`config.mk`:
```
export PLATFORM = sky130hd
export DESIGN_NAME = rbr_ctrl
export DESIGN_NICKNAME = d
export VERILOG_FILES = /design/src/rbr_pkg.sv /design/src/rbr_ctrl.sv
export SDC_FILE = /design/constraint.sdc
export NUM_CORES = 1
export LEC_CHECK = 0
export ABC_AREA = 0
export BUFFER_PORTS_ARGS = -buffer_cell sky130_fd_sc_hd__buf_2
export CAP_MARGIN = 40
export CORE_AREA = 2 2 39 41
export CTS_CLUSTER_DIAMETER = 40
export DETAILED_ROUTE_END_ITERATION = 10
export DIE_AREA = 0 0 41 43
export GPL_TIMING_DRIVEN = 0
export SLEW_MARGIN = 10
export SYNTH_ARGS = -nofsm -noshare
export SYNTH_HDL_FRONTEND = slang
export SYNTH_SLANG_ARGS = --single-unit
```
`constraint.sdc`:
```
create_clock -name clk -period 0.8 [get_ports clk]
set_clock_uncertainty 0.05 [all_clocks]
set_input_delay 0.04 -clock clk [delete_from_list [all_inputs] [get_ports clk]]
set_output_delay 0.04 -clock clk [all_outputs]
set_load 0.02 [all_outputs]
```
`src/rbr_pkg.sv`:
```
// Shared types and constants of the receive byte ring.
`timescale 1ns / 1ps

package rbr_pkg;

    // Field widths fixed by the interface.
    localparam int KIND_W     = 2;
    localparam int BYTE_W     = 8;
    localparam int FILL_W     = 10;
    localparam int COUNT_W    = 32;
    localparam int CFG_IDX_W  = 1;
    localparam int CFG_DATA_W = 11;

    // Item kinds.
    localparam logic [KIND_W-1:0] KIND_PUSH  = 2'd0;
    localparam logic [KIND_W-1:0] KIND_POP   = 2'd1;
    localparam logic [KIND_W-1:0] KIND_CLEAR = 2'd2;

    // Configuration register indexes.
    localparam logic [CFG_IDX_W-1:0] REG_OVERFLOW_POLICY = 1'd0;
    localparam logic [CFG_IDX_W-1:0] REG_RING_SIZE       = 1'd1;

    // Overflow policies.
    localparam logic POLICY_DISCARD_OLDEST = 1'b0;
    localparam logic POLICY_DROP_NEW       = 1'b1;

    typedef enum logic [1:0] {
        ST_IDLE,
        ST_EXEC,
        ST_LOAD
    } rbr_state_t;

    typedef struct packed {
        logic latch_item;
        logic exec_item;
        logic load_out;
        logic cfg_write;
    } rbr_cmd_t;

    typedef struct packed {
        logic out_free;
    } rbr_stat_t;

endpackage

```
`src/rbr_ctrl.sv`:
```
// Sequencer of the receive byte ring: accept, execute, load result.
`timescale 1ns / 1ps

module rbr_ctrl
    import rbr_pkg::*;
(
    input  logic      clk,
    input  logic      rst_n,
    input  logic      in_valid,
    output logic      in_stall,
    input  logic      cfg_valid,
    output logic      cfg_ready,
    input  rbr_stat_t stat,
    output rbr_cmd_t  cmd
);

    rbr_state_t state_reg;
    rbr_state_t state_next;

    always_ff @(posedge clk or negedge rst_n)
    begin
        if (!rst_n)
        begin
            state_reg <= ST_IDLE;
        end
        else
        begin
            state_reg <= state_next;
        end
    end

    always_comb
    begin
        state_next = state_reg;
        case (state_reg)
            ST_IDLE:
            begin
                if (in_valid)
                begin
                    state_next = ST_EXEC;
                end
            end
            ST_EXEC:
            begin
                state_next = ST_LOAD;
            end
            ST_LOAD:
            begin
                if (stat.out_free)
                begin
                    state_next = ST_IDLE;
                end
            end
            default:
            begin
                state_next = ST_IDLE;
            end
        endcase
    end

    always_comb
    begin
        in_stall       = 1'b1;
        cfg_ready      = 1'b0;
        cmd.latch_item = 1'b0;
        cmd.exec_item  = 1'b0;
        cmd.load_out   = 1'b0;
        cmd.cfg_write  = 1'b0;
        case (state_reg)
            ST_IDLE:
            begin
                in_stall       = 1'b0;
                cfg_ready      = 1'b1;
                cmd.latch_item = in_valid;
                cmd.cfg_write  = cfg_valid;
            end
            ST_EXEC:
            begin
                cmd.exec_item = 1'b1;
            end
            ST_LOAD:
            begin
                cmd.load_out = stat.out_free;
            end
            default:
            begin
                in_stall = 1'b1;
            end
        endcase
    end

endmodule

```
* Yosys cells after proc, flatten, opt, wreduce, memory -nomap -nowiden
Cells that the tools add are included.
** Storage, ports and cells
- Bits in registers :: 2
- Input port bits :: 5
- Output and inout port bits :: 6
- Word-level logic and storage cells :: 16
** Cells by class
- Equal/unequal tests :: 4
- Mux-type cells :: 9
- Reductions and logical operators :: 2
** Operators with widths (count)
- $mux 1 :: 6
- $pmux 2 s3 :: 1
- $mux 2 :: 2
- $ne 2x2->1 const B :: 2
- $eq 2x1->1 const B :: 1
- $eq 2x2->1 const B :: 1
- $logic_not 2->1 :: 1
- $reduce_and 2->1 :: 1

* Logic depth before layout (Yosys ltp)
Gate-level depths: netlist of the first run.
- Depth after elaboration :: 3
- Gate-level depth with buffers :: 2

* Worst setup path before layout of the first run
Ideal clock, no wire load.
- Path type :: flip-flop to output port
- Start :: register state_reg[0]
- End :: output cmd[0] in the netlist's numbering
- Arrival :: 947 ps
- Data required time :: 710 ps
- Slack :: -237 ps
- Cell stages (with the launch flop) :: 3
- Buffers on the path :: 0
- Cells stage by stage :: dfrtp_1 > nor2_2 > and2_1
** RTL lines
- from (decl) :: RTL line rbr_ctrl.sv:17 : rbr_state_t state_reg;
- from (signal assigned) :: RTL line rbr_ctrl.sv:28 : state_reg <= state_next;
- to (decl) :: RTL line rbr_ctrl.sv:14 : output rbr_cmd_t cmd

==> summary.md, run 1 <==
| Metric | Value |
|---|---|
| Slowest-stage cell, CP | `dfrtp_1` |
| Post-synthesis register bit count | `2` |
| Finished Cell Area | `around 300 µm²` |
| Final-report hold violation count | `0` |
| CTS HTree Levels | `1` |
| Area Growth Syn to Fin | `176%` |
| Max Slew Vio Count | `0` |
| Total Wirelength | `roughly 330 µm` |
| Leak | `0.000147 µW` |
| PortBufs | `10` |
| Setup ws final | `-0.386 ns` |
| DR iter-0 viols | `0` |
| Pwr dens | `~4200 nW/µm²` |
| Crit-path max FO | `5` |
| Slew headroom | `88.0%` |
| Crit Path Category | `flip-flop to primary output` |
| Die W | `between 40 and 50 µm` |
| First-pass GRT wire length | `around 440 µm` |
| RSZ-0062 raised after global routing | `yes` |
| Synth Area per Inst | `slightly below 10 µm²` |
| Grt ovf | `0` |
| Status | `finished with violations` |
| Min Tclk post-route | `about 1.2 ns` |
| Register area share after synthesis | `between 40% and 50%` |
| Die Ht | `43 µm` |
| Mapped cell area | `roughly 110 µm²` |
| Gate Count Post-Synth | `11` |
| Maximum vdd drop | `between 1 and 1.5 mV` |
| Clock-pin slew on the worst setup and hold paths | `around 0.030 ns` |
| Antenna-violating nets left | `0` |
| Max-cap check violation count | `0` |
| Clk root buf | `clkbuf_4` |
| Starting Density | `under 10%` |
| Syn_nets | `16` |
| Final setup violation count | `8` |
| Number of global-route vias before repair | `roughly 120` |
| HPWL after detailed placement | `~220 µm` |
| WL/cell | `~7.5 µm` |
| 1st-pass router iterations | `1` |
| CTS buffer count | `3` |
| CP arrival | `about 1.1 ns` |
| Placed Cells incl. Taps | `37` |
| Fmax | `about 840 MHz` |
| Final Util | `a little over a fifth` |
| Initial antenna violation count | `0` |
| Core Area | `1380 µm²` |
| Total negative slack | `-2.23 ns` |
| Post-DP Area | `roughly 190 µm²` |
| Slew of the pin with the lowest slew margin | `approximately 0.18 ns` |
| Row cnt | `14` |
| GPL Wtd Cong | `between 0.5 and 0.6` |
| Worst stage delay on the critical path | `around 0.42 ns` |
| Share of the cycle needed by the critical path after routing | `148%` |
| ANT cells | `0` |
| Worst Path Required | `0.71 ns` |
| Remaining DRCs | `0` |
| Vias/cell | `about 3.0` |
| Die ar. | `around 1800 µm²` |
| Crit path capture type | `primary output` |
| Critical path, cell by cell | `nor2_4 -> and2_2 -> buf_6` |
| I/O pin count | `11` |
| Largest net degree at the start of global routing | `6` |
| HP Class | `input pin to async pin` |
| Via count | `approximately 130` |
| CTS sink count | `2` |
| Worst hold slack | `about 0.083 ns` |
| Layout Cells excl Fill | `44` |
| Failing checks | `negative setup slack` |
| Layout cell share with drive strength beyond 1 | `82.1%` |
| Clk_lat worst skew | `approximately 0.22 ns` |
| All-Layer GR Usage | `under 10%` |
| Largest register FFs | `2` |
| CP Launch Type | `flip-flop` |
| Yosys warnings | `0` |
| CTS Buffer Depth | `2` |
| Final-stage net count | `35` |
| CTS tree | `yes` |
| Netlist cell types | `8` |
## synthesized netlist by cell type
| cell type | n | area [µm²] |
|---|---|---|
| and2_1 | 3 | 18.8 |
| dfrtp_1 | 2 | 50.1 |
| and3b_2 | 1 | 10.0 |
| inv_1 | 1 | 3.75 |
| nor2_2 | 1 | 6.26 |
| nor2b_1 | 1 | 6.26 |
| nor3b_1 | 1 | 7.51 |
| or2_1 | 1 | 6.26 |
## final cells by class
type / count / area (µm²)
clock buffers: 3 / 22.5
repair buffers: 14 / 126
multi-input cells: 8 / 76.3
flip-flops and latches: 2 / 51.3
fillers: 142 / 1080
well taps: 16 / 20.0
inverters: 1 / 3.75
## metal layers
| metal | share of wire [%] | global-route usage (%) | up-vias |
|---|---|---|---|
| met3 | 6.1 | 3.14 | 0 |
| met5 | 0 | 0 | - |
| met1 | 51 | 4.82 | 56 |
| li1 | - | - | 69 |
| met2 | 43 | 4.06 | 7 |
| met4 | 0 | 6.00 | 0 |
## worst max-delay path, delay by kind of cell (launching register included)
family / cells / cell delay (ns)
DFF: 1 / 0.42
and+or+nand+nor: 2 / 0.35
buffers and inverters: 1 / 0.11
## kinds of logic after synthesis
family	Yosys count	synth area share, %
flops	2	46.0
buf+inv	1	3.44
simple gates	8	50.6
## what timing repair did
item / CTS / global route
resized for setup: 13 / 3
pin swaps: 3 / 1
setup buffers: 1 / 1
endpoints found under the hold margin: 3 / 0
hold buffers: 2 / 0
setup endpoints to repair: 8 / 8
## where the power goes
group	switching [µW]	total [µW]	internal, µW	leakage [µW]
logic	341	809	469	0.000109
registers	72.8	222	149	0.0000243
clock network	54.5	220	165	0.0000138
## final timing paths
check,startpoint,endpoint,slack (ns),cells after the start
setup / recovery,state_reg[0],cmd[0],-0.39,3
hold / removal,rst_n,state_reg[0],0.08,2
setup reg to reg,state_reg[1],state_reg[1],-0.17,2
hold reg to reg,state_reg[1],state_reg[0],0.59,2
max in group asynchronous,rst_n,state_reg[1],0.51,2
min in group clk,stat,state_reg[1],0.16,3
## placed cells by master, fill, tap and decap left out
cell type	synthesis	layout
buf_6	0	7
buf_2	0	4
clkbuf_4	0	3
dlygate4sd3_1	0	2
nor2_4	0	1
inv_2	0	1
and3b_2	1	1
and2_4	0	1
and2_2	0	1
nor2b_4	0	1
nor3b_2	0	1
or2_1	1	1
and2_1	3	1
buf_4	0	1
dfrtp_1	2	1
dfrtp_2	0	1
## metrics by stage
| step | power (µW) | worst slack [ns] |
|---|---|---|
| after global routing | 1330 | -0.433 |
| final | 1250 | -0.386 |
| after CTS | 1180 | -0.406 |
| after floorplan | 559 | -0.153 |
| after global placement | 706 | -0.165 |
| after detailed placement | 717 | -0.184 |
Note: power is estimated with default switching activity, not from simulation.
==> inputs of run 2 (changes only) <==
==> constraint.sdc (replaced) <==
create_clock -name clk -period 1 [get_ports clk]
set_clock_uncertainty 0.05 [all_clocks]
set_input_delay 0.05 -clock clk [delete_from_list [all_inputs] [get_ports clk]]
set_output_delay 0.05 -clock clk [all_outputs]
set_load 0.02 [all_outputs]
==> summary.md, run 2 (synthesized netlist as in run 1, its figures left out) <==
| Metric | Value |
|---|---|
| Reg2Reg Depth | `2` |
| I/O pin count | `11` |
| Levels on crit path | `3` |
| Max-cap check violation count | `0` |
| Pwr dens | `around 3200 nW/µm²` |
| Worst stage delay on the critical path | `0.41 ns` |
| Max Slew Vio Count | `0` |
| Die W | `41 µm` |
| All-Layer GR Usage | `between 5 and 6%` |
| Crit path capture type | `primary output` |
| Reg2Reg Setup Slack | `0.01 ns` |
| GPL Wtd Cong | `0.609` |
| Area Growth Syn to Fin | `140%` |
| Layout Cells excl Fill | `42` |
| Layout cell share with drive strength beyond 1 | `69.2%` |
| Post-DP Area | `~190 µm²` |
| Die Ht | `roughly 43 µm` |
| Total Wirelength | `approximately 330 µm` |
| CP startpoint | `state_reg[0]` |
| CP Launch Type | `flip-flop` |
| Combinational share of power | `59.3%` |
| Maximum vdd drop | `0.739 mV` |
| Buf+Inv Stages, Crit Path | `1` |
| Slowest-stage cell, CP | `dfrtp_1` |
| Share of the cycle needed by the critical path after routing | `117%` |
| Crit Path Category | `flip-flop to primary output` |
| CTS sink count | `2` |
| Remaining DRCs | `0` |
| Via count | `130` |
| HP Class | `input pin to async pin` |
| 1st-pass router iterations | `2` |
| Sequential power share | `between 10% and 20%` |
| PortBufs | `10` |
| Vias/cell | `between 3 and 4` |
| Status | `finished with violations` |
| Largest net degree at the start of global routing | `6` |
| Clk_lat worst skew | `0.22 ns` |
| Number of global-route vias before repair | `about 140` |
| Crit-path max FO | `5` |
| Crit path to | `cmd[3]` |
| Setup bufs post-CTS | `0` |
| Final Util | `between 10% and 20%` |
| Min Tclk post-route | `1.17 ns` |
| DR iter-0 viols | `4` |
| Tot Pwr | `845 µW` |
| Core Area | `1380 µm²` |
| Slew of the pin with the lowest slew margin | `approximately 0.18 ns` |
| Commonest non-fill, non-tap cell in the layout | `buf_2` |
| Reg2reg end | `state_reg[1]` |
| CP top delay family | `flip-flops` |
| Antenna-violating nets left | `0` |
| Leak | `approximately 0.00013 µW` |
| First-pass GRT wire length | `~600 µm` |
| Slew headroom | `between 80% and 90%` |
| Clk root buf | `clkbuf_4` |
| Finished Cell Area | `between 200 and 300 µm²` |
| Critical path, cell by cell | `nor2_4 -> and2_4 -> buf_6` |
| CTS HTree Levels | `1` |
| Fmax | `about 860 MHz` |
| Placed Cells incl. Taps | `37` |
| Final-report hold violation count | `0` |
| Sw frac | `about two fifths` |
| Most frequent cells in the layout | `buf_2, buf_6, clkbuf_4` |
| Reg-to-Reg Start | `state_reg[0]` |
| Row cnt | `14` |
| Clk pwr share | `a little over a fifth` |
| CP arrival | `1.07 ns` |
| Filler cells | `between 150 and 200` |
| RSZ-0062 raised after global routing | `yes` |
| CTS buffer count | `3` |
| Die ar. | `approximately 1800 µm²` |
| WL/cell | `7.95 µm` |
| NetSw | `around 340 µW` |
| Power Internal | `503 µW` |
| Grt ovf | `0` |
| Setup ws final | `-0.169 ns` |
| ANT cells | `0` |
| Final setup violation count | `6` |
| DP Worst Slack | `0.0224 ns` |
| CTS Buffer Depth | `2` |
| CTS tree | `yes` |
| Initial antenna violation count | `0` |
| Starting Density | `between 7 and 8%` |
| Failing checks | `negative setup slack` |
| Worst Path Required | `~0.9 ns` |
| Largest register FFs | `2` |
| Clock-pin slew on the worst setup and hold paths | `0.03 ns` |
| Final-stage net count | `33` |
## run 2: layout make-up
cell class                 instances  area [µm²]  share of cell area (%)
inverter                           1        3.75                    1.44
tap                               16        20.0                    7.66
clock buffer                       3        22.5                    8.61
timing repair buffer              12        97.6                    37.3
sequential                         2        50.0                    19.1
multi-input combinational          8        67.6                    25.8
## run 2: power by group through the flow
stage	combinational [µW]	sequential [µW]	clock [µW]
after global placement	377	162	0
final	502	165	179
after floorplan	258	158	0
after detailed placement	380	164	0
after global routing	545	167	204
after CTS	509	163	192
## run 2: worst register-to-register path, cell delays in order (launching register included)
cell,delay (ns)
dfrtp_1,0.41
nor2b_2,0.18
or2_1,0.23
## run 2: worst min path at each step
stage               start      endpoint  cells past startpoint
detailed placement  rst_n  state_reg[0]                      1
CTS                 rst_n  state_reg[0]                      2
global placement    rst_n  state_reg[0]                      1
floorplan           rst_n  state_reg[0]                      0
global route        rst_n  state_reg[1]                      2
finish              rst_n  state_reg[0]                      2
## run 2: per-layer routing
layer / up-vias / track usage, % / share of wire, %
li1: 67 / - / -
met1: 55 / 6.77 / 44
met2: 8 / 5.63 / 46
met3: 0 / 4.71 / 10
met4: 0 / 6.00 / 0
met5: - / 0 / 0
## run 2: what timing repair did
action,CTS,global route
endpoints found under the hold margin,3,0
pin swaps,3,1
hold buffers,2,0
cloned,0,0
setup endpoints to repair,6,7
resized for setup,11,0
## run 2: through the flow
stage               TNS [ns]  hold slack, ns
finish                -0.691          0.0968
global route           -1.06          0.0872
CTS                   -0.803          0.0797
detailed placement         0          -0.212
global placement           0          -0.215
floorplan                  0          -0.296
